<file path="config.mk">
export PLATFORM = sky130hd
export DESIGN_NAME = four_pin_steiner_classifier_top
export DESIGN_NICKNAME = d
export VERILOG_FILES = /design/src/fpsc_pkg.sv /design/src/fpsc_lane.sv /design/src/fpsc_merge.sv /design/src/four_pin_steiner_classifier_top.sv
export VERILOG_INCLUDE_DIRS = /design/src /design/src/src
export SDC_FILE = /design/constraint.sdc
export NUM_CORES = 2
export LEC_CHECK = 0
export BUFFER_PORTS_ARGS = -buffer_cell sky130_fd_sc_hd__buf_4
export CAP_MARGIN = 15
export CORE_ASPECT_RATIO = 0.7
export CORE_MARGIN = 1.5
export CORE_UTILIZATION = 35
export CTS_CLUSTER_SIZE = 24
export DETAILED_ROUTE_END_ITERATION = 6
export PLACE_DENSITY = 0.59
export SETUP_SLACK_MARGIN = 0.3
export SLEW_MARGIN = 40
export SYNTH_ARGS = -nofsm -noshare
export SYNTH_HDL_FRONTEND = slang
export SYNTH_SLANG_ARGS = --single-unit
</file>
<file path="constraint.sdc">
create_clock -name i_clk -period 4.5 [get_ports i_clk]
set_clock_uncertainty 0.2 [all_clocks]
set_input_delay 0.9 -clock i_clk [delete_from_list [all_inputs] [get_ports i_clk]]
set_output_delay 0.9 -clock i_clk [all_outputs]
set_load 0.05 [all_outputs]
</file>
<file path="src/four_pin_steiner_classifier_top_assert.svh">
// assertion macros for the four-pin steiner classifier
`ifndef FOUR_PIN_STEINER_CLASSIFIER_TOP_ASSERT_SVH
`define FOUR_PIN_STEINER_CLASSIFIER_TOP_ASSERT_SVH

// same-cycle implication under synchronous reset
`define FPSC_ASSERT_NOW(label, clk, rst_n, ante, cons) \
    label: assert property (@(posedge clk) disable iff (!rst_n) (ante) |-> (cons)) \
        else $error("fpsc assertion failed");

// next-cycle implication under synchronous reset
`define FPSC_ASSERT_NEXT(label, clk, rst_n, ante, cons) \
    label: assert property (@(posedge clk) disable iff (!rst_n) (ante) |=> (cons)) \
        else $error("fpsc assertion failed");

`endif

</file>
<file path="src/fpsc_pkg.sv">
// types and constants shared by the four-pin steiner classifier
package fpsc_pkg;

    localparam int COORD_W = 16;
    localparam int NPINS   = 4;

    typedef logic [COORD_W-1:0] t_coord;
    typedef logic [1:0]         t_pin_idx;

    typedef enum logic [1:0] {
        SHAPE_NONE = 2'd0,
        SHAPE_HIGH = 2'd1,
        SHAPE_LOW  = 2'd2
    } t_shape;

    typedef enum logic [2:0] {
        KIND_NONE    = 3'd0,
        KIND_X_HIGH  = 3'd1,
        KIND_X_LOW   = 3'd2,
        KIND_Y_RIGHT = 3'd3,
        KIND_Y_LEFT  = 3'd4
    } t_kind;

    typedef struct packed {
        t_coord pin_a_x;
        t_coord pin_a_y;
        t_coord pin_b_x;
        t_coord pin_b_y;
        t_coord pin_c_x;
        t_coord pin_c_y;
        t_coord pin_d_x;
        t_coord pin_d_y;
    } t_pins;

    typedef struct packed {
        logic [2:0] tree_kind;
        t_coord     first_steiner_x;
        t_coord     first_steiner_y;
        t_coord     second_steiner_x;
        t_coord     second_steiner_y;
        t_pin_idx   order_first;
        t_pin_idx   order_second;
        t_pin_idx   order_third;
        t_pin_idx   order_fourth;
    } t_result;

    // what one direction lane hands to the merge stage
    typedef struct packed {
        t_shape                    shape;
        t_pin_idx [NPINS-1:0]      order;
        t_coord                    mid_key_1;
        t_coord                    mid_key_2;
        t_coord                    trunk;
    } t_lane;

endpackage

</file>
<file path="src/fpsc_lane.sv">
// one sort direction: stable rank sort, shape test and trunk coordinate
module fpsc_lane (
    input  logic                               i_clk,
    input  logic                               i_style,
    input  fpsc_pkg::t_coord [fpsc_pkg::NPINS-1:0] i_key,
    input  fpsc_pkg::t_coord [fpsc_pkg::NPINS-1:0] i_cross,
    output fpsc_pkg::t_lane                    o_lane
);
    import fpsc_pkg::*;

    t_pin_idx                rank [NPINS];
    t_coord   [NPINS-1:0]    n_key;
    t_coord   [NPINS-1:0]    n_cross;
    t_pin_idx [NPINS-1:0]    n_ord;
    t_coord   [NPINS-1:0]    r_key;
    t_coord   [NPINS-1:0]    r_cross;
    t_pin_idx [NPINS-1:0]    r_ord;
    t_lane                   n_lane;
    t_lane                   r_lane;
    logic                    strict;
    logic                    above;
    logic                    below;
    t_coord                  mid_lo;
    t_coord                  mid_hi;
    t_coord                  end_lo;
    t_coord                  end_hi;

    // rank of each pin, lower index first on ties
    always_comb begin
        for (int i = 0; i < NPINS; i++) begin
            rank[i] = '0;
            for (int j = 0; j < NPINS; j++) begin
                if (j != i) begin
                    if (i_key[j] < i_key[i] || (i_key[j] == i_key[i] && j < i)) begin
                        rank[i] = rank[i] + t_pin_idx'(1);
                    end
                end
            end
        end
    end

    always_comb begin
        for (int r = 0; r < NPINS; r++) begin
            n_key[r]   = '0;
            n_cross[r] = '0;
            n_ord[r]   = '0;
            for (int i = 0; i < NPINS; i++) begin
                if (rank[i] == t_pin_idx'(r)) begin
                    n_key[r]   = i_key[i];
                    n_cross[r] = i_cross[i];
                    n_ord[r]   = t_pin_idx'(i);
                end
            end
        end
    end

    always_ff @(posedge i_clk) begin
        r_key   <= n_key;
        r_cross <= n_cross;
        r_ord   <= n_ord;
    end

    always_comb begin
        strict = (r_key[0] < r_key[1]) && (r_key[1] < r_key[2]) && (r_key[2] < r_key[3]);
        above  = (r_cross[1] > r_cross[0]) && (r_cross[1] > r_cross[3]) &&
                 (r_cross[2] > r_cross[0]) && (r_cross[2] > r_cross[3]);
        below  = (r_cross[1] < r_cross[0]) && (r_cross[1] < r_cross[3]) &&
                 (r_cross[2] < r_cross[0]) && (r_cross[2] < r_cross[3]);
        mid_lo = (r_cross[1] < r_cross[2]) ? r_cross[1] : r_cross[2];
        mid_hi = (r_cross[1] > r_cross[2]) ? r_cross[1] : r_cross[2];
        end_lo = (r_cross[0] < r_cross[3]) ? r_cross[0] : r_cross[3];
        end_hi = (r_cross[0] > r_cross[3]) ? r_cross[0] : r_cross[3];

        n_lane           = '0;
        n_lane.order     = r_ord;
        n_lane.mid_key_1 = r_key[1];
        n_lane.mid_key_2 = r_key[2];
        priority if (strict && above) begin
            n_lane.shape = SHAPE_HIGH;
            n_lane.trunk = i_style ? end_hi : mid_lo;
        end else if (strict && below) begin
            n_lane.shape = SHAPE_LOW;
            n_lane.trunk = i_style ? end_lo : mid_hi;
        end else begin
            n_lane.shape = SHAPE_NONE;
            n_lane.trunk = '0;
        end
    end

    always_ff @(posedge i_clk) begin
        r_lane <= n_lane;
    end

    assign o_lane = r_lane;

endmodule

</file>
<file path="src/fpsc_merge.sv">
// combines the x and y lanes into one result word
module fpsc_merge (
    input  logic              i_clk,
    input  logic              i_rst_n,
    input  logic              i_valid,
    input  fpsc_pkg::t_lane   i_lane_x,
    input  fpsc_pkg::t_lane   i_lane_y,
    output logic              o_valid,
    output fpsc_pkg::t_result o_result
);
    import fpsc_pkg::*;

    t_result   n_result;
    t_result   r_result;
    logic      r_valid;
    t_pin_idx  [NPINS-1:0] ord;

    always_comb begin
        n_result = '0;
        ord      = i_lane_y.order;
        // y shape overrides x shape
        priority if (i_lane_y.shape != SHAPE_NONE) begin
            n_result.tree_kind        = (i_lane_y.shape == SHAPE_HIGH) ? KIND_Y_RIGHT
                                                                      : KIND_Y_LEFT;
            n_result.first_steiner_x  = i_lane_y.trunk;
            n_result.first_steiner_y  = i_lane_y.mid_key_1;
            n_result.second_steiner_x = i_lane_y.trunk;
            n_result.second_steiner_y = i_lane_y.mid_key_2;
        end else if (i_lane_x.shape != SHAPE_NONE) begin
            n_result.tree_kind        = (i_lane_x.shape == SHAPE_HIGH) ? KIND_X_HIGH
                                                                      : KIND_X_LOW;
            n_result.first_steiner_x  = i_lane_x.mid_key_1;
            n_result.first_steiner_y  = i_lane_x.trunk;
            n_result.second_steiner_x = i_lane_x.mid_key_2;
            n_result.second_steiner_y = i_lane_x.trunk;
            ord                       = i_lane_x.order;
        end else begin
            n_result.tree_kind = KIND_NONE;
        end
        n_result.order_first  = ord[0];
        n_result.order_second = ord[1];
        n_result.order_third  = ord[2];
        n_result.order_fourth = ord[3];
    end

    always_ff @(posedge i_clk) begin
        if (!i_rst_n) begin
            r_valid <= 1'b0;
        end else begin
            r_valid <= i_valid;
        end
        r_result <= n_result;
    end

    assign o_valid  = r_valid;
    assign o_result = r_result;

endmodule

</file>
<file path="src/four_pin_steiner_classifier_top.sv">
// top level of the four-pin steiner classifier
// Takes one four-pin net per cycle whenever o_busy is low (o_busy is high only
// during reset and in the cycle after it). The result word is on o_result,
// flagged by o_valid for one cycle, after the net has passed the three register
// stages: the rank sort in each lane, the shape test and trunk pick in each
// lane, and the merge of the x and y lanes. The receiver cannot stall, so a net
// is taken every cycle while o_busy is low, with no backpressure. tree_style is
// written through the cfg channel and must only change while no net is in
// flight.
module four_pin_steiner_classifier_top (
    input  logic              i_clk,
    input  logic              i_rst_n,
    input  logic              i_start,
    output logic              o_busy,
    input  fpsc_pkg::t_pins   i_pins,
    output logic              o_valid,
    output fpsc_pkg::t_result o_result,
    input  logic              i_cfg_valid,
    output logic              o_cfg_ready,
    input  logic              i_cfg_data
);
    import fpsc_pkg::*;

    `include "four_pin_steiner_classifier_top_assert.svh"

    logic                  r_rdy;
    logic                  r_style;
    logic [1:0]            r_vld;
    logic                  accept;
    t_coord [NPINS-1:0]    x_key;
    t_coord [NPINS-1:0]    y_key;
    t_lane                 lane_x;
    t_lane                 lane_y;

    assign accept = i_start && r_rdy;
    assign x_key  = {i_pins.pin_d_x, i_pins.pin_c_x, i_pins.pin_b_x, i_pins.pin_a_x};
    assign y_key  = {i_pins.pin_d_y, i_pins.pin_c_y, i_pins.pin_b_y, i_pins.pin_a_y};

    always_ff @(posedge i_clk) begin
        if (!i_rst_n) begin
            r_rdy   <= 1'b0;
            r_style <= 1'b0;
            r_vld   <= '0;
        end else begin
            r_rdy <= 1'b1;
            r_vld <= {r_vld[0], accept};
            if (i_cfg_valid && r_rdy) begin
                r_style <= i_cfg_data;
            end
        end
    end

    fpsc_lane u_lane_x (
        .i_clk   (i_clk),
        .i_style (r_style),
        .i_key   (x_key),
        .i_cross (y_key),
        .o_lane  (lane_x)
    );

    fpsc_lane u_lane_y (
        .i_clk   (i_clk),
        .i_style (r_style),
        .i_key   (y_key),
        .i_cross (x_key),
        .o_lane  (lane_y)
    );

    fpsc_merge u_merge (
        .i_clk    (i_clk),
        .i_rst_n  (i_rst_n),
        .i_valid  (r_vld[1]),
        .i_lane_x (lane_x),
        .i_lane_y (lane_y),
        .o_valid  (o_valid),
        .o_result (o_result)
    );

    assign o_busy      = !r_rdy;
    assign o_cfg_ready = r_rdy;

    `FPSC_ASSERT_NOW(a_valid_latency, i_clk, i_rst_n, o_valid, $past(accept, 3))
    `FPSC_ASSERT_NEXT(a_pipe_advance, i_clk, i_rst_n, r_vld[1], o_valid)
    `FPSC_ASSERT_NOW(a_kind_range, i_clk, i_rst_n, o_valid, o_result.tree_kind <= KIND_Y_LEFT)
    `FPSC_ASSERT_NOW(a_none_zero, i_clk, i_rst_n,
        o_valid && o_result.tree_kind == KIND_NONE,
        o_result.first_steiner_x == '0 && o_result.second_steiner_y == '0)
    `FPSC_ASSERT_NOW(a_order_perm, i_clk, i_rst_n, o_valid,
        o_result.order_first != o_result.order_second &&
        o_result.order_third != o_result.order_fourth &&
        o_result.order_first != o_result.order_fourth)

endmodule

</file>
### After elaboration in Yosys (flattened, before gate mapping)

Cells that the tools add are included.
Widths: inputs -> output; s select.

| operators by class | value |
|---|---|
| add/sub/neg operators | 16 |
| magnitude comparators | 54 |
| equality and inequality tests | 38 |
| reduce and logical (&&, ||, !) cells | 53 |
| mux-type cells | 130 |

Operator list:

| operator | number |
|---|---|
| $mux 16 | 80 |
| $lt 16x16->1 | 42 |
| $eq 16x16->1 | 12 |
| $gt 16x16->1 | 12 |
| $mux 67 | 1 |
| $mux 64 | 1 |
| $mux 2 | 19 |
| $add 2x1->2 const B | 16 |
| $eq 2x2->1 const B | 16 |
| $mux 1 | 25 |
| $logic_and 1x1->1 | 22 |
| $eq 2x1->1 const B | 10 |
| $logic_not 2->1 | 8 |
| $mux 8 | 2 |
| $reduce_or 2->1 | 8 |
| $logic_or 1x1->1 | 12 |
| $mux 3 | 2 |
| $reduce_bool 2->1 | 2 |
| $logic_not 1->1 | 1 |

| word-level totals | value |
|---|---|
| output and inout port bits | 78 |
| word-level logic and storage cells | 352 |
| bits in registers | 468 |

### Logic depth before layout (Yosys ltp)

| logic depth | value |
|---|---|
| word-level depth | 11 |
| mapped depth | 19 |
| mapped depth without buffers | 16 |

### Modules after synthesis

From an unflattened synthesis, not the netlist that was laid out.

| unflattened totals | value |
|---|---|
| cell total of the unflattened synthesis | 3642 |
| area total of the unflattened synthesis | 31514.0 µm² |

Modules (own cells, without submodules):

| module | instances | seq. area each (µm²) | area an instance (µm²) | cells an instance |
|---|---|---|---|---|
| fpsc_lane (u_lane_y) | 1 | 3883.7 | 14581.5 | 1725 |
| fpsc_lane (u_lane_x) | 1 | 3883.7 | 14441.4 | 1734 |
| fpsc_merge | 1 | 1521.5 | 2372.3 | 172 |
| four_pin_steiner_classifier_top | 1 | 80.1 | 118.9 | 11 |

### Worst setup path after synthesis

OpenSTA, ideal clock, no wires.

| path | value |
|---|---|
| kind | input -> register |
| from | in i_pins[103] in the netlist's numbering |
| to | reg u_lane_y.r_key (netlist bit u_lane_y.n_lane[17]) |
| data arrival time | 4391 ps |
| cell stages on the path | 15 |
| slack | -215 ps |
| data required time | 4176 ps |
| cells stage by stage | clkbuf_1 -> inv_1 -> ha_1 -> a21oi_1 -> o21ai_0 -> a221oi_1 -> nand3_1 -> or2_2 -> ha_1 -> clkbuf_1 -> nor4b_1 -> or2_2 -> clkbuf_1 -> buf_2 -> o31ai_1 |

RTL lines:

| element | line | RTL |
|---|---|---|
| start, declared | four_pin_steiner_classifier_top.sv:15 | `input fpsc_pkg::t_pins i_pins,` |
| end signal, assigned | fpsc_lane.sv:58 | `r_key <= n_key;` |
| end, declared | fpsc_lane.sv:15 | `t_coord [NPINS-1:0] r_key;` |

==> parameters.txt <==
Parameter                              Value

Outcome
  Violated checks    design-rule violations
  Status    finished, violations left

Power
  Sequential share of power    between 20% and 30%
  Power share of the combinational group    a little over half
  Worst voltage drop across the vdd grid    between 0.3 and 0.4 mV
  Switching power of the nets    ~12 mW
  Cell-internal power    approximately 14 mW
  Total power    26.7 mW
  Power per unit of standard cell area    around 630 mW/mm^2
  Clock power frac    between 10% and 20%
  Switching share of total power    between 40 and 50%
  Pleak    18.7 nW

Synth
  Synth Warn #    0
  Top post-synthesis cells by count    sky130_fd_sc_hd__ha_1 (498), sky130_fd_sc_hd__dfxtp_1 (468), sky130_fd_sc_hd__a21oi_1 (394)
  Most frequent cell after synthesis    sky130_fd_sc_hd__ha_1
  Post-synthesis instance area    0.0339 mm^2
  Number of flops mapped to enable cells by yosys    0
  Share of the yosys chip area belonging to registers    between 20% and 30%
  Synth top area cells    sky130_fd_sc_hd__dfxtp_1 (28%), sky130_fd_sc_hd__ha_1 (18%), sky130_fd_sc_hd__a21oi_1 (5.8%), sky130_fd_sc_hd__a22o_1 (4.3%), sky130_fd_sc_hd__a311oi_1 (3.7%)
  Mapped Nets    roughly 4600
  Proportion of netlist area held by the largest area contributor    27.7%
  Post-Synthesis Mean Instance Area    8.43 um^2
  Dominant cell type by area after synthesis    sky130_fd_sc_hd__dfxtp_1
  Yosys reg bits    around 470
  Synth unique cells    just under 80
  Cell count after synthesis    about 4000
  Post-synth ARST share    0%
  Top_reg_cell synth    sky130_fd_sc_hd__dfxtp_1

Drt
  Antenna Violating Nets Remaining    0
  Routed length per placed instance    between 20 and 30 um
  Pre-Repair DR Iteration Count    7
  DRC violations left    1
  Count of vias placed by the detailed router    ~36000
  Drt via density    roughly 6.3
  Post-detailed-routing wire length    ~160 mm
  Drt first-iter violations    5419

STA
  Transition time of the tightest slew-check pin    0.847 ns
  Fin. max-slew vios    0
  Portion of the clock cycle consumed by the worst path in the final layout    93.2%
  Worst hold slack    ~0.13 ns
  Final-report setup violation count    0
  Final period demand of the worst path    4.19 ns
  Max frequency    ~240 MHz
  Number of failing hold endpoints at the final stage    0
  Unrepaired setup endpoints after global routing    yes
  Rel. slew slack    roughly 43%

Clocking
  CTS tree    done
  Clock tree root buffer cell    sky130_fd_sc_hd__clkbuf_16
  Total clock sinks    468
  Worst skew pair latency    ~0.64 ns
  CTS buffer count    54
  Clock buffer depth    3
  Reg clk slew, reported paths    about 0.060 ns
  Hold buffer count at CTS    0
  Max H-tree Level    2

Die
  Height of the die    roughly 260 um
  Die outline area    a little under 0.1 mm^2
  Die outline width    375 um
  Number of placement rows    between 90 and 100
  Number of I/O pins    about 210
  Area of the core    about 0.096 mm^2
  Effective utilization at floorplan    between 30% and 40%

Placed design
  Quantity of I/O buffers inserted on ports    210
  Final weighted congestion in routability-driven placement    around 1.0
  DP Cell Count    5591
  Post-DP HPWL    between 100 and 150 mm

Global routing
  GRT Resource Usage Total    between 30% and 40%
  Overflow left after global routing    0
  Number of antenna violations at the first check in global routing    13
  Largest net degree at the start of global routing    65
  Via count of the first global-routing pass    about 33000
  Global-route wire length before repair    about 230 mm

Setup path
  Startpoint class of the critical path    input pin
  CP max FO    13
  CP Capture Type    register
  Category of the critical setup timing path    input pin to register
  Required time at the endpoint of the critical path    4.82 ns
  Endpoint arrival time on the critical path    between 4 and 5 ns

Run
  MaxCap Viol Count    0

Finish
  Number of cells in the finished layout apart from fillers    roughly 5700
  Area delta synth->final    25.3%
  Nets    slightly above 5000
  Fraction of final layout cells sized beyond drive strength 1    a little over 20%
  Filler Cell Count    a little over 9000
  Final Util    roughly 44%

Hold path
  Classification of the worst-slack hold path    register to register
-- power by group through the flow --
| stage | sequential [mW] | combinational [mW] | clock, mW |
|---|---|---|---|
| 3_5_place_dp | 7.77 | 13.6 | 0 |
| 3_3_place_gp | 7.78 | 13.4 | 0 |
| 2_1_floorplan | 6.97 | 8.79 | 0 |
| 6_report | 7.93 | 14.2 | 4.56 |
| 4_1_cts | 7.67 | 13.7 | 4.60 |
| 5_1_grt | 7.92 | 15.4 | 4.76 |
-- layout make-up --
| class | count | area [um^2] | area share, % |
|---|---|---|---|
| Antenna cell | 2 | 5.00 | 0.0118 |
| Multi-Input combinational cell | 2940 | 22900 | 54.0 |
| Tap cell | 1261 | 1580 | 3.72 |
| Clock inverter | 31 | 347 | 0.817 |
| Inverter | 311 | 1180 | 2.78 |
| Sequential cell | 468 | 9370 | 22.1 |
| Timing Repair Buffer | 628 | 5570 | 13.1 |
| Clock buffer | 65 | 1470 | 3.47 |
-- kinds of logic after synthesis --
kind of cell               share of synthesized area [%]
AOI/OAI and AO/OA                                   32.8
adders and majority gates                           18.4
buffers and inverters                               7.03
DFF                                                 27.7
muxes                                               2.99
and+or+nand+nor                                     11.1
-- what timing repair did --
| action | 4_1_cts | 5_1_grt |
|---|---|---|
| gates resized for setup | 3 | 60 |
| setup buffers | 0 | 13 |
| pin swaps | 0 | 28 |
| setup endpoints to repair | 24 | 127 |
| gates cloned | 0 | 4 |
-- critical path, cell delays in order --
cell,delay [ns]
sky130_fd_sc_hd__buf_4,0.11
sky130_fd_sc_hd__clkinvlp_4,0.10
sky130_fd_sc_hd__buf_4,0.15
sky130_fd_sc_hd__ha_4,0.21
sky130_fd_sc_hd__a21o_1,0.15
sky130_fd_sc_hd__a21o_1,0.17
sky130_fd_sc_hd__a21o_1,0.19
sky130_fd_sc_hd__a21oi_2,0.16
sky130_fd_sc_hd__nor2_1,0.07
sky130_fd_sc_hd__a2111oi_2,0.37
sky130_fd_sc_hd__a221o_1,0.29
sky130_fd_sc_hd__ha_4,0.17
sky130_fd_sc_hd__nand2_1,0.05
sky130_fd_sc_hd__or4_4,0.56
sky130_fd_sc_hd__buf_12,0.18
sky130_fd_sc_hd__buf_12,0.15
sky130_fd_sc_hd__a21oi_1,0.16
sky130_fd_sc_hd__a311oi_2,0.08
sky130_fd_sc_hd__o31ai_1,0.29
-- registers in the layout (all words and copies together), names as in the netlist --
name              cells
o_cfg_ready           1
r_style               1
r_vld                 2
u_lane_x.n_lane      40
u_lane_x.o_lane      58
u_lane_x.r_cross     64
u_lane_x.r_key       32
u_lane_y.n_lane      40
u_lane_y.o_lane      58
u_lane_y.r_cross     64
u_lane_y.r_key       32
u_merge.o_result     75
u_merge.o_valid       1
-- per-stage QoR --
step                setup TNS, ns  setup slack (ns)  cell area (um^2)
floorplan                       0             0.261             34300
global placement           -38.99            -0.449             40100
detailed placement         -48.26            -0.418             40200
CTS                             0             0.333             42000
global route                    0             0.193             42400
finish                          0             0.307             42400
-- worst paths after layout --
path | start | end | slack, ns | cells past startpoint
min | u_lane_y.n_lane[55]$_SDFF_PP1_ | u_lane_y.o_lane[55]$_DFF_P_ | 0.13 | 0
max | i_pins[73] | u_lane_y.r_key[10]$_DFF_P_ | 0.31 | 19
max reg2reg | u_lane_y.r_cross[12]$_DFF_P_ | u_lane_y.o_lane[5]$_DFF_P_ | 0.64 | 10
min reg2reg | u_lane_y.n_lane[55]$_SDFF_PP1_ | u_lane_y.o_lane[55]$_DFF_P_ | 0.13 | 0
-- cell usage in the layout (no fill, tap or decap), types with 117 or more instances in the layout --
master | Yosys | routed
sky130_fd_sc_hd__inv_1 | 311 | 306
sky130_fd_sc_hd__a311oi_1 | 142 | 117
sky130_fd_sc_hd__a22o_1 | 167 | 167
sky130_fd_sc_hd__dfxtp_1 | 468 | 467
sky130_fd_sc_hd__buf_4 | 2 | 555
sky130_fd_sc_hd__ha_1 | 498 | 492
sky130_fd_sc_hd__a21oi_1 | 394 | 379
sky130_fd_sc_hd__nor2_1 | 257 | 253
sky130_fd_sc_hd__o31ai_1 | 155 | 150
sky130_fd_sc_hd__nand2_1 | 179 | 179
sky130_fd_sc_hd__o21ai_0 | 222 | 221
-- layer usage --
metal / GRT usage, % / wire [um] / vias up
met5: 0 / 225 / -
met1: 47.7 / 74300 / 17280
met4: 6.13 / 3880 / 18
met2: 39.7 / 57700 / 2497
li1: - / - / 16049
met3: 11.8 / 25400 / 333
Power figures use the tool's default switching activity.
